**config.mk**
```make
export PLATFORM = sky130hd
export DESIGN_NAME = young_tableau_priority_queue_core_flat
export DESIGN_NICKNAME = d
export VERILOG_FILES = /design/src/design/ytpq_pkg.sv /design/src/design/ytpq_if.sv /design/src/design/ytpq_ctrl.sv /design/src/design/ytpq_dpath.sv /design/src/design/young_tableau_priority_queue_core.sv /design/src/flat_wrapper.sv
export VERILOG_INCLUDE_DIRS = /design/src /design/src/design
export SDC_FILE = /design/constraint.sdc
export NUM_CORES = 1
export LEC_CHECK = 0
export BUFFER_PORTS_ARGS = -buffer_cell sky130_fd_sc_hd__buf_4
export CORE_ASPECT_RATIO = 0.7
export CORE_MARGIN = 2
export CORE_UTILIZATION = 60
export DETAILED_ROUTE_END_ITERATION = 8
export PLACE_DENSITY = 0.74
export SLEW_MARGIN = 40
export SYNTH_ARGS = -nofsm -noshare
export SYNTH_HDL_FRONTEND = slang
export SYNTH_SLANG_ARGS = --single-unit
```
**constraint.sdc**
```tcl
create_clock -name clk_i -period 8.6 [get_ports clk_i]
set_input_delay 1.72 -clock clk_i [delete_from_list [all_inputs] [get_ports clk_i]]
set_output_delay 1.72 -clock clk_i [all_outputs]
set_load 0.01 [all_outputs]
```
**src/design/assert_macros.svh**
```systemverilog
// ---------------------------------------------------------------------------
// Assertion macros
// Shared concurrent assertion forms, clocked on clk_i and disabled in reset.
// ---------------------------------------------------------------------------
`ifndef ASSERT_MACROS_SVH
`define ASSERT_MACROS_SVH

// Same-cycle implication: when pre holds, post must hold at the same edge.
`define YT_ASSERT(name, pre, post, msg) \
  name: assert property (@(posedge clk_i) disable iff (!rst_ni) (pre) |-> (post)) \
    else $error(msg);

// Next-cycle implication: when pre holds, post must hold at the next edge.
`define YT_ASSERT_NXT(name, pre, post, msg) \
  name: assert property (@(posedge clk_i) disable iff (!rst_ni) (pre) |=> (post)) \
    else $error(msg);

`endif

```
**src/design/ytpq_pkg.sv**
```systemverilog
// ---------------------------------------------------------------------------
// Young tableau priority queue package
// Sizes, codes, control structs and cell helper functions.
// ---------------------------------------------------------------------------
`default_nettype none

package ytpq_pkg;

  // Table geometry and key width.
  localparam int SIDE     = 4;
  localparam int KEY_BITS = 16;
  localparam int NCELLS   = SIDE * SIDE;
  localparam int CELL_W   = $clog2(NCELLS);
  localparam int POS_W    = $clog2(SIDE);

  // Fixed widths of the channel fields.
  localparam int IO_KEY_W = 16;
  localparam int STATUS_W = 2;

  // Operation codes carried in the mode field.
  localparam logic MODE_INSERT  = 1'b0;
  localparam logic MODE_EXTRACT = 1'b1;

  typedef logic [KEY_BITS-1:0] key_t;
  typedef logic [CELL_W-1:0]   cell_t;
  typedef logic [POS_W-1:0]    pos_t;

  localparam pos_t POS_LAST = pos_t'(SIDE - 1);

  // Result status codes.
  typedef enum logic [STATUS_W-1:0] {
    ST_DONE  = 2'd0,
    ST_FULL  = 2'd1,
    ST_EMPTY = 2'd2
  } status_e;

  // Commands from the controller to the datapath.
  typedef struct packed {
    logic accept;
    logic load_ext;
    logic sift;
    logic out_load;
  } cmd_t;

  // Status from the datapath to the controller.
  typedef struct packed {
    logic start_ok;
    logic start_ext;
    logic sift_done;
    logic corner_zero;
  } sts_t;

  // Row-major cell index of a row and column.
  function automatic cell_t cell_idx(pos_t r, pos_t c);
    return cell_t'(cell_t'(r) * cell_t'(SIDE) + cell_t'(c));
  endfunction

  // Occupied cell with the largest row+column sum, highest row on a tie.
  // Later hits override earlier ones, so the scan runs in rising priority.
  function automatic cell_t find_corner(logic [NCELLS-1:0] occ);
    int    c;
    cell_t idx;
    idx = '0;
    for (int s = 0; s <= 2 * (SIDE - 1); s++) begin
      for (int r = 0; r < SIDE; r++) begin
        c = s - r;
        if (c >= 0 && c < SIDE) begin
          if (occ[r * SIDE + c]) begin
            idx = cell_t'(r * SIDE + c);
          end
        end
      end
    end
    return idx;
  endfunction

  // Key field of the channel to an internal key: upper bits are dropped.
  function automatic key_t key_from_io(logic [IO_KEY_W-1:0] k);
    logic [KEY_BITS+IO_KEY_W-1:0] w;
    w = {{KEY_BITS{1'b0}}, k};
    return w[KEY_BITS-1:0];
  endfunction

  // Internal key to the channel's key field.
  function automatic logic [IO_KEY_W-1:0] key_to_io(key_t k);
    logic [KEY_BITS+IO_KEY_W-1:0] w;
    w = {{IO_KEY_W{1'b0}}, k};
    return w[IO_KEY_W-1:0];
  endfunction

endpackage

`default_nettype wire

```
**src/design/ytpq_if.sv**
```systemverilog
// ---------------------------------------------------------------------------
// Young tableau priority queue channels
// Valid/ready request and response channels of the queue.
// ---------------------------------------------------------------------------
`default_nettype none

// Request channel: one operation per beat.
interface ytpq_in_if;
  import ytpq_pkg::*;

  logic                valid;
  logic                ready;
  logic                mode;
  logic [IO_KEY_W-1:0] key;

  modport source (output valid, output mode, output key, input ready);
  modport sink (input valid, input mode, input key, output ready);
endinterface

// Response channel: one result per operation.
interface ytpq_out_if;
  import ytpq_pkg::*;

  logic                valid;
  logic                ready;
  logic [IO_KEY_W-1:0] popped_key;
  logic [STATUS_W-1:0] status;
  logic                now_empty;
  logic                now_full;

  modport source (output valid, output popped_key, output status, output now_empty,
                  output now_full, input ready);
  modport sink (input valid, input popped_key, input status, input now_empty,
                input now_full, output ready);
endinterface

`default_nettype wire

```
**src/design/ytpq_ctrl.sv**
```systemverilog
// ---------------------------------------------------------------------------
// Young tableau priority queue controller
// Sequences accept, extract load, sift steps and result hand-off.
// ---------------------------------------------------------------------------
`default_nettype none

module ytpq_ctrl (
  input  logic          clk_i,
  input  logic          rst_ni,
  input  logic          in_valid_i,
  output logic          in_ready_o,
  output logic          out_valid_o,
  input  logic          out_ready_i,
  input  ytpq_pkg::sts_t sts_i,
  output ytpq_pkg::cmd_t cmd_o
);
  import ytpq_pkg::*;

  typedef enum logic [3:0] {
    S_IDLE   = 4'b0001,
    S_LOAD   = 4'b0010,
    S_SIFT   = 4'b0100,
    S_FINISH = 4'b1000
  } state_e;

  state_e state_q, state_d;
  logic   out_valid_q, out_valid_d;

  assign in_ready_o  = (state_q == S_IDLE);
  assign out_valid_o = out_valid_q;

  // Next state and command decode.
  always_comb begin
    state_d     = state_q;
    out_valid_d = out_valid_q;
    cmd_o       = '0;
    if (out_valid_q && out_ready_i) begin
      out_valid_d = 1'b0;
    end
    unique case (state_q)
      S_IDLE: begin
        if (in_valid_i) begin
          cmd_o.accept = 1'b1;
          if (!sts_i.start_ok) begin
            state_d = S_FINISH;
          end else if (sts_i.start_ext) begin
            state_d = S_LOAD;
          end else begin
            state_d = S_SIFT;
          end
        end
      end
      S_LOAD: begin
        cmd_o.load_ext = 1'b1;
        state_d        = sts_i.corner_zero ? S_FINISH : S_SIFT;
      end
      S_SIFT: begin
        cmd_o.sift = 1'b1;
        if (sts_i.sift_done) begin
          state_d = S_FINISH;
        end
      end
      S_FINISH: begin
        // The result register is free or is being emptied this cycle.
        if (!out_valid_q || out_ready_i) begin
          cmd_o.out_load = 1'b1;
          out_valid_d    = 1'b1;
          state_d        = S_IDLE;
        end
      end
      default: begin
        state_d = S_IDLE;
      end
    endcase
  end

  // State and result-valid registers.
  always_ff @(posedge clk_i or negedge rst_ni) begin
    if (!rst_ni) begin
      state_q     <= S_IDLE;
      out_valid_q <= 1'b0;
    end else begin
      state_q     <= state_d;
      out_valid_q <= out_valid_d;
    end
  end

endmodule

`default_nettype wire

```
**src/design/ytpq_dpath.sv**
```systemverilog
// ---------------------------------------------------------------------------
// Young tableau priority queue datapath
// Cell key memory, occupancy flags, moving key and one compare-swap a cycle.
// ---------------------------------------------------------------------------
`default_nettype none

module ytpq_dpath (
  input  logic                             clk_i,
  input  logic                             rst_ni,
  input  logic                             in_mode_i,
  input  logic [ytpq_pkg::IO_KEY_W-1:0]    in_key_i,
  input  ytpq_pkg::cmd_t                   cmd_i,
  output ytpq_pkg::sts_t                   sts_o,
  output logic [ytpq_pkg::IO_KEY_W-1:0]    out_popped_key_o,
  output ytpq_pkg::status_e                out_status_o,
  output logic                             out_now_empty_o,
  output logic                             out_now_full_o
);
  import ytpq_pkg::*;

  // A cell value with the empty flag above the key: empty beats any key.
  typedef logic [KEY_BITS:0] val_t;
  localparam val_t VAL_EMPTY = {1'b1, {KEY_BITS{1'b0}}};

  // One step toward a neighbor, held at the table edge.
  function automatic pos_t step_pos(pos_t p, logic down);
    pos_t r;
    if (down) begin
      r = (p == POS_LAST) ? p : p + pos_t'(1);
    end else begin
      r = (p == '0) ? p : p - pos_t'(1);
    end
    return r;
  endfunction

  // Cell keys: vertical and horizontal neighbor read ports, one write port.
  key_t  mem [NCELLS];
  key_t  rd_v_q, rd_h_q;
  cell_t rd_v_addr, rd_h_addr;
  logic  wr_en;
  cell_t wr_addr;
  key_t  wr_data;

  logic [NCELLS-1:0] occ_q, occ_d;
  key_t              key_q, key_d;
  pos_t              row_q, row_d, col_q, col_d;
  logic              down_q, down_d;
  key_t              popped_q, popped_d;
  status_e           status_q, status_d;
  logic              corner_zero_q, corner_zero_d;

  logic  is_ins, is_full, is_empty;
  cell_t cell_last, corner, cur_cell, v_cell, h_cell, cand_cell;
  logic  has_v, has_h, go_v, move;
  val_t  cur_val, v_val, h_val, cand_val;
  key_t  cand_key;

  // Table status seen at accept.
  assign cell_last = cell_idx(POS_LAST, POS_LAST);
  assign is_full   = occ_q[cell_last];
  assign is_empty  = !occ_q[0];
  assign corner    = find_corner(occ_q);
  assign is_ins    = (in_mode_i == MODE_INSERT);

  // Compare of the moving key against its neighbors on the sift path.
  always_comb begin
    has_v    = down_q ? (row_q != POS_LAST) : (row_q != '0);
    has_h    = down_q ? (col_q != POS_LAST) : (col_q != '0);
    cur_cell = cell_idx(row_q, col_q);
    v_cell   = cell_idx(step_pos(row_q, down_q), col_q);
    h_cell   = cell_idx(row_q, step_pos(col_q, down_q));
    cur_val  = {1'b0, key_q};
    v_val    = occ_q[v_cell] ? {1'b0, rd_v_q} : VAL_EMPTY;
    h_val    = occ_q[h_cell] ? {1'b0, rd_h_q} : VAL_EMPTY;
    if (has_v && has_h) begin
      go_v = down_q ? (v_val <= h_val) : (v_val >= h_val);
    end else begin
      go_v = has_v;
    end
    cand_cell = go_v ? v_cell : h_cell;
    cand_val  = go_v ? v_val : h_val;
    cand_key  = go_v ? rd_v_q : rd_h_q;
    move      = (has_v || has_h) && (down_q ? (cur_val > cand_val) : (cur_val < cand_val));
  end

  assign sts_o.start_ok    = is_ins ? !is_full : !is_empty;
  assign sts_o.start_ext   = !is_ins;
  assign sts_o.sift_done   = !move;
  assign sts_o.corner_zero = corner_zero_q;

  // Operation state updates.
  always_comb begin
    occ_d         = occ_q;
    key_d         = key_q;
    row_d         = row_q;
    col_d         = col_q;
    down_d        = down_q;
    popped_d      = popped_q;
    status_d      = status_q;
    corner_zero_d = corner_zero_q;
    wr_en         = 1'b0;
    wr_addr       = cur_cell;
    wr_data       = key_q;

    if (cmd_i.accept) begin
      status_d = ST_DONE;
      popped_d = '0;
      if (is_ins) begin
        if (is_full) begin
          status_d = ST_FULL;
        end else begin
          // New key enters at the bottom-right cell and rises from there.
          occ_d[cell_last] = 1'b1;
          key_d            = key_from_io(in_key_i);
          row_d            = POS_LAST;
          col_d            = POS_LAST;
          down_d           = 1'b0;
        end
      end else begin
        if (is_empty) begin
          status_d = ST_EMPTY;
        end else begin
          // The corner key leaves its cell and will refill the top-left cell.
          occ_d[corner] = 1'b0;
          corner_zero_d = (corner == '0);
        end
      end
    end

    if (cmd_i.load_ext) begin
      popped_d = rd_v_q;
      key_d    = rd_h_q;
      row_d    = '0;
      col_d    = '0;
      down_d   = 1'b1;
    end

    if (cmd_i.sift) begin
      wr_en = 1'b1;
      if (move) begin
        // The neighbor takes the current cell and the moving key steps on.
        // The occupied flags swap as well, so a key rising into an empty
        // cell leaves an empty cell behind it.
        wr_data          = cand_key;
        occ_d[cur_cell]  = occ_q[cand_cell];
        occ_d[cand_cell] = occ_q[cur_cell];
        if (go_v) begin
          row_d = step_pos(row_q, down_q);
        end else begin
          col_d = step_pos(col_q, down_q);
        end
      end else begin
        wr_data = key_q;
      end
    end
  end

  // Read addresses: the top-left and corner cells on extract accept,
  // otherwise the neighbors of the next sift position.
  always_comb begin
    if (cmd_i.accept && !is_ins) begin
      rd_v_addr = '0;
      rd_h_addr = corner;
    end else begin
      rd_v_addr = cell_idx(step_pos(row_d, down_d), col_d);
      rd_h_addr = cell_idx(row_d, step_pos(col_d, down_d));
    end
  end

  // Cell key memory.
  always_ff @(posedge clk_i) begin
    if (wr_en) begin
      mem[wr_addr] <= wr_data;
    end
    rd_v_q <= mem[rd_v_addr];
    rd_h_q <= mem[rd_h_addr];
  end

  // Occupancy flags.
  always_ff @(posedge clk_i or negedge rst_ni) begin
    if (!rst_ni) begin
      occ_q <= '0;
    end else begin
      occ_q <= occ_d;
    end
  end

  // Working registers of the current operation.
  always_ff @(posedge clk_i) begin
    key_q         <= key_d;
    row_q         <= row_d;
    col_q         <= col_d;
    down_q        <= down_d;
    popped_q      <= popped_d;
    status_q      <= status_d;
    corner_zero_q <= corner_zero_d;
  end

  // Result register.
  always_ff @(posedge clk_i) begin
    if (cmd_i.out_load) begin
      out_popped_key_o <= key_to_io(popped_q);
      out_status_o     <= status_q;
      out_now_empty_o  <= !occ_q[0];
      out_now_full_o   <= occ_q[cell_last];
    end
  end

endmodule

`default_nettype wire

```
**src/design/young_tableau_priority_queue_core.sv**
```systemverilog
// ---------------------------------------------------------------------------
// Young tableau priority queue core
// Min-priority queue held as a SIDE x SIDE sorted table of keys.
// ---------------------------------------------------------------------------
// Usage:
// A request beat on in_i carries mode (insert or extract) and key. One result
// beat on out_o follows each request: popped_key, status, now_empty, now_full.
// An insert into a full table is dropped with status full; an extract from an
// empty table returns zero with status empty. Both pass from the accept step
// straight to the result step. An insert has an accept step, sift steps and
// a result step; an extract adds a load step to read the top-left and corner
// cells, and skips the sift when the corner is the top-left cell. Each sift
// cycle is one compare-swap through the two read ports of the cell key memory.
// The result is valid the cycle after the result cycle and in_i.ready rises
// again at that time, so the next request can be taken while it waits.
// When the receiver stalls, the result stays in the output register and the
// following operation holds in its result cycle until the register is freed.
// Reset empties the table and clears any pending result.
// ---------------------------------------------------------------------------
`default_nettype none
`include "assert_macros.svh"

module young_tableau_priority_queue_core (
  input  logic        clk_i,
  input  logic        rst_ni,
  ytpq_in_if.sink     in_i,
  ytpq_out_if.source  out_o
);
  import ytpq_pkg::*;

  cmd_t    cmd;
  sts_t    sts;
  status_e out_status;

  ytpq_ctrl u_ctrl (
    .clk_i       (clk_i),
    .rst_ni      (rst_ni),
    .in_valid_i  (in_i.valid),
    .in_ready_o  (in_i.ready),
    .out_valid_o (out_o.valid),
    .out_ready_i (out_o.ready),
    .sts_i       (sts),
    .cmd_o       (cmd)
  );

  ytpq_dpath u_dpath (
    .clk_i            (clk_i),
    .rst_ni           (rst_ni),
    .in_mode_i        (in_i.mode),
    .in_key_i         (in_i.key),
    .cmd_i            (cmd),
    .sts_o            (sts),
    .out_popped_key_o (out_o.popped_key),
    .out_status_o     (out_status),
    .out_now_empty_o  (out_o.now_empty),
    .out_now_full_o   (out_o.now_full)
  );

  assign out_o.status = out_status;

  // An accepted beat moves the controller out of idle, which drops in_i.ready.
  `YT_ASSERT_NXT(a_busy_after_beat, in_i.valid && in_i.ready, !in_i.ready, "beat taken while busy")

  // A dropped insert leaves the table full.
  `YT_ASSERT(a_drop_when_full, out_o.valid && (out_o.status == ST_FULL), out_o.now_full, "drop not full")

  // An extract on an empty table reports zero and an empty table.
  `YT_ASSERT(a_empty_extract, out_o.valid && (out_o.status == ST_EMPTY), out_o.now_empty && (out_o.popped_key == '0), "bad empty extract")

  // Loading the result register always raises the result valid.
  `YT_ASSERT_NXT(a_result_shown, cmd.out_load, out_o.valid, "result not shown")

endmodule

`default_nettype wire
```
**src/flat_wrapper.sv**
```systemverilog
// flat-port wrapper written by rule: the top's interface ports become plain ports
module young_tableau_priority_queue_core_flat import ytpq_pkg::*;
  (clk_i, rst_ni, in_i_valid, in_i_mode, in_i_key, in_i_ready, out_o_valid, out_o_popped_key, out_o_status, out_o_now_empty, out_o_now_full, out_o_ready);
  ytpq_in_if in_i_i ();
  ytpq_out_if out_o_i ();
  input  logic clk_i;
  input  logic rst_ni;
  input wire logic [$bits(in_i_i.valid)-1:0] in_i_valid;
  input wire logic [$bits(in_i_i.mode)-1:0] in_i_mode;
  input wire logic [$bits(in_i_i.key)-1:0] in_i_key;
  output wire logic [$bits(in_i_i.ready)-1:0] in_i_ready;
  output wire logic [$bits(out_o_i.valid)-1:0] out_o_valid;
  output wire logic [$bits(out_o_i.popped_key)-1:0] out_o_popped_key;
  output wire logic [$bits(out_o_i.status)-1:0] out_o_status;
  output wire logic [$bits(out_o_i.now_empty)-1:0] out_o_now_empty;
  output wire logic [$bits(out_o_i.now_full)-1:0] out_o_now_full;
  input wire logic [$bits(out_o_i.ready)-1:0] out_o_ready;
  assign in_i_i.valid = in_i_valid;
  assign in_i_i.mode = in_i_mode;
  assign in_i_i.key = in_i_key;
  assign in_i_ready = in_i_i.ready;
  assign out_o_valid = out_o_i.valid;
  assign out_o_popped_key = out_o_i.popped_key;
  assign out_o_status = out_o_i.status;
  assign out_o_now_empty = out_o_i.now_empty;
  assign out_o_now_full = out_o_i.now_full;
  assign out_o_i.ready = out_o_ready;
  young_tableau_priority_queue_core u_core (.clk_i(clk_i), .rst_ni(rst_ni), .in_i(in_i_i), .out_o(out_o_i));
endmodule
```
==> results by group <==
Floorplanning
  • Io pins: 43
  • Core ar.: 31150 um2
  • Starting Density: 0.6090
  • Std-Cell Rows: 54
  • DIE WIDTH: 216.5 um
  • Chip height: 152.8 um
  • Die ar.: 33080 um2

Timing
  • Setup-failing EPs final: 0
  • Fin. Hold Viols: 0
  • Slew at the pin with the worst max-slew slack: 0.8531 ns
  • Relative slew slack: 0.4281
  • Setup ws final: 0.4280 ns
  • Fmax: 0.1224 GHz
  • Max Clock Skew: 0.02329 ns
  • Period utilisation layout: 0.9502
  • Fin crit period: 8.172 ns
  • RSZ-0062 raised after global routing: no
  • Setup Total Neg Slack: 0 ns
  • Slew Viols, Final: 0

Drt
  • Final WL: 57.48 mm
  • Post-DRT Antenna Nets: 0
  • DR vias: 14470
  • Vias/cell: 6.902
  • Avg WL per Cell: 27.43 um
  • First DRT Iteration DRCs: 2287
  • # DRC: 0
  • Drt first pass iters: 7

Synthesis
  • Sequential share of the synthesized area: 0.5591
  • Mapped cell area: 18970 um2
  • Syn_nets: 1648
  • Library cells used by synthesis: 77
  • Synthesized netlist cell count: 1594
  • Mean Syn Cell Area: 11.90 um2
  • Yosys reg bits: 369
  • Synth async-reset ratio: 0.05691
  • EDFF count, synth: 311
  • Ys Warns: 0
  • Ys flop type: edfxtp_1

Critical path
  • CP Data Required Time: 9.03 ns
  • Setup crit start kind: flip-flop
  • Critical-path top delay cell: mux4_1
  • CP Data Arrival Time: 8.60 ns
  • Worst-path maximum fanout: 29
  • WS Path Type: reg -> reg
  • Max incr delay on CP: 0.64 ns
  • CP most frequent cell: a21oi_1
  • CP Capture Type: flip-flop

Final layout
  • Area Overhead vs Synth: 12.47%
  • Fillers: 2230
  • Layout cells sized above 1: 0.1856
  • Nets: 1702
  • FF+latch area: 10610 um2
  • Final Non-Filler Cells: 2096
  • Commonest cells after routing, fill and taps aside: nand2_1, edfxtp_1, buf_4
  • Antenna diode instance count: 0
  • Most common cell after layout, fill and taps aside: nand2_1
  • Multi-input logic area: 7933 um2

Clock network
  • Clock transition at path regs: 0.07 ns
  • CTS tree: yes
  • Root buffer cell: clkbuf_16
  • Max H-tree Level: 2
  • Clk buf depth: 3
  • CTS Buf Count: 37
  • Clock tree sinks: 369
  • Clk_lat worst skew: 0.55 ns
  • Hold_buf cts: 0

Global routing
  • Total congestion overflow: 0
  • GRT Util Overall: 0.3474
  • Vias in the first global route: 13930
  • Antenna violations before repair: 2
  • First-pass GRT wire length: 85.33 mm
  • Pin count of the biggest net entering global routing: 69

Place
  • Setup WS pre-CTS: 0.2840 ns
  • Port Buffers: 42
  • Cells after DPL: 2025
  • Post-DP HPWL: 37.66 mm
  • GP Congestion: 0.9991

Status
  • Outcome: finished clean

Min path
  • Worst Hold Class: reg -> reg

Job
  • Max cap viols: 0
## kinds of logic after synthesis
family,count (synthesis),share of synthesized area
AOI/OAI and AO/OA,313,0.1179
xor gates and xnor gates,4,0.001847
adders and majority gates,33,0.02177
buffers and inverters,125,0.03186
DFF,369,0.5591
muxes,125,0.1141
and+or+nand+nor,625,0.1534
## timing repair
action                                  CTS  global route
resized for setup                         0             4
endpoints found under the setup margin    0            32
setup buffers                             0             3
## final cells by class
type / instances / share of cell area
Sequential cell: 369 / 0.4972
Multi-Input combinational cell: 1100 / 0.3718
Clock buffer: 45 / 0.04721
Timing Repair Buffer: 122 / 0.04639
Tap cell: 420 / 0.02463
Clock inverter: 22 / 0.009618
Inverter: 18 / 0.003167
## final timing paths
| path | slack, ns | cells after the start | from | endpoint |
|---|---|---|---|---|
| max | 0.43 | 28 | u_core.u_dpath.col_q[1] | u_core.u_dpath.rd_h_q[7] |
| min | 0.42 | 0 | u_core.u_dpath.popped_q[9] | u_core.u_dpath.out_popped_key_o[9] |
| min in group asynchronous | 1.06 | 1 | rst_ni | u_core.u_dpath.occ_q[11] |
| max in group asynchronous | 7.24 | 1 | rst_ni | u_core.u_ctrl.state_q[0] |
| max reg2reg | 0.43 | 28 | u_core.u_dpath.col_q[1] | u_core.u_dpath.rd_h_q[7] |
| min reg2reg | 0.42 | 0 | u_core.u_dpath.popped_q[9] | u_core.u_dpath.out_popped_key_o[9] |
## synthesized netlist by cell type, drive strengths merged (21+ instances only)
master | n | area, um2
nand2 | 318 | 1194
edfxtp | 311 | 9339
nor2 | 72 | 291.5
mux4 | 71 | 1603
buf | 60 | 360.3
nand3 | 57 | 285.3
a31oi | 50 | 312.8
and2 | 50 | 312.8
clkbuf | 47 | 176.4
a21oi | 46 | 230.2
o21ai | 42 | 210.2
mux2i | 40 | 400.4
a22oi | 38 | 285.3
dfxtp | 37 | 740.7
ha | 33 | 412.9
nand3b | 21 | 157.7
nor3 | 21 | 105.1
## through the flow
stage,util,hold slack [ns],instance area [um2]
3_3_place_gp,0.6432,0.4039,20030
5_1_grt,0.6849,0.4304,21330
2_1_floorplan,-,0.4003,18970
3_5_place_dp,0.6443,0.4054,20070
6_report,0.6849,0.4192,21330
4_1_cts,0.6833,0.4203,21280
## worst max-delay path: cells and delay by family (launching register included)
family	cells	cell delay (ns)
buf+inv	2	0.59
fa+ha+maj	2	0.63
xor+xnor	1	0.32
compound gates	15	3.50
flops	1	0.55
mux	3	1.57
simple gates	5	0.83
## sequential cells by signal, indices dropped and copies added, names as in the netlist, 2 cells and up
register / count
u_core.u_dpath.out_popped_key_o: 16
u_core.u_dpath.out_status_o: 2
u_core.u_dpath.rd_h_q: 16
u_core.u_dpath.mem: 256
u_core.u_dpath.key_q: 16
u_core.u_dpath.status_q: 2
u_core.u_dpath.row_q: 2
u_core.u_dpath.col_q: 2
u_core.u_dpath.rd_v_q: 16
u_core.u_dpath.occ_q: 16
u_core.u_ctrl.state_q: 4
u_core.u_dpath.popped_q: 16
## metal layers
layer	track usage	share of wire	vias to the layer above
met2	0.5044	0.42	1065
li1	-	-	6196
met5	0	0	-
met4	0.1190	0.034	0
met1	0.5068	0.39	7025
met3	0.09820	0.15	180
Power is left out: the tool's default activity adds up to more than one toggle a clock period on the data nets, which glitch-free logic cannot reach.
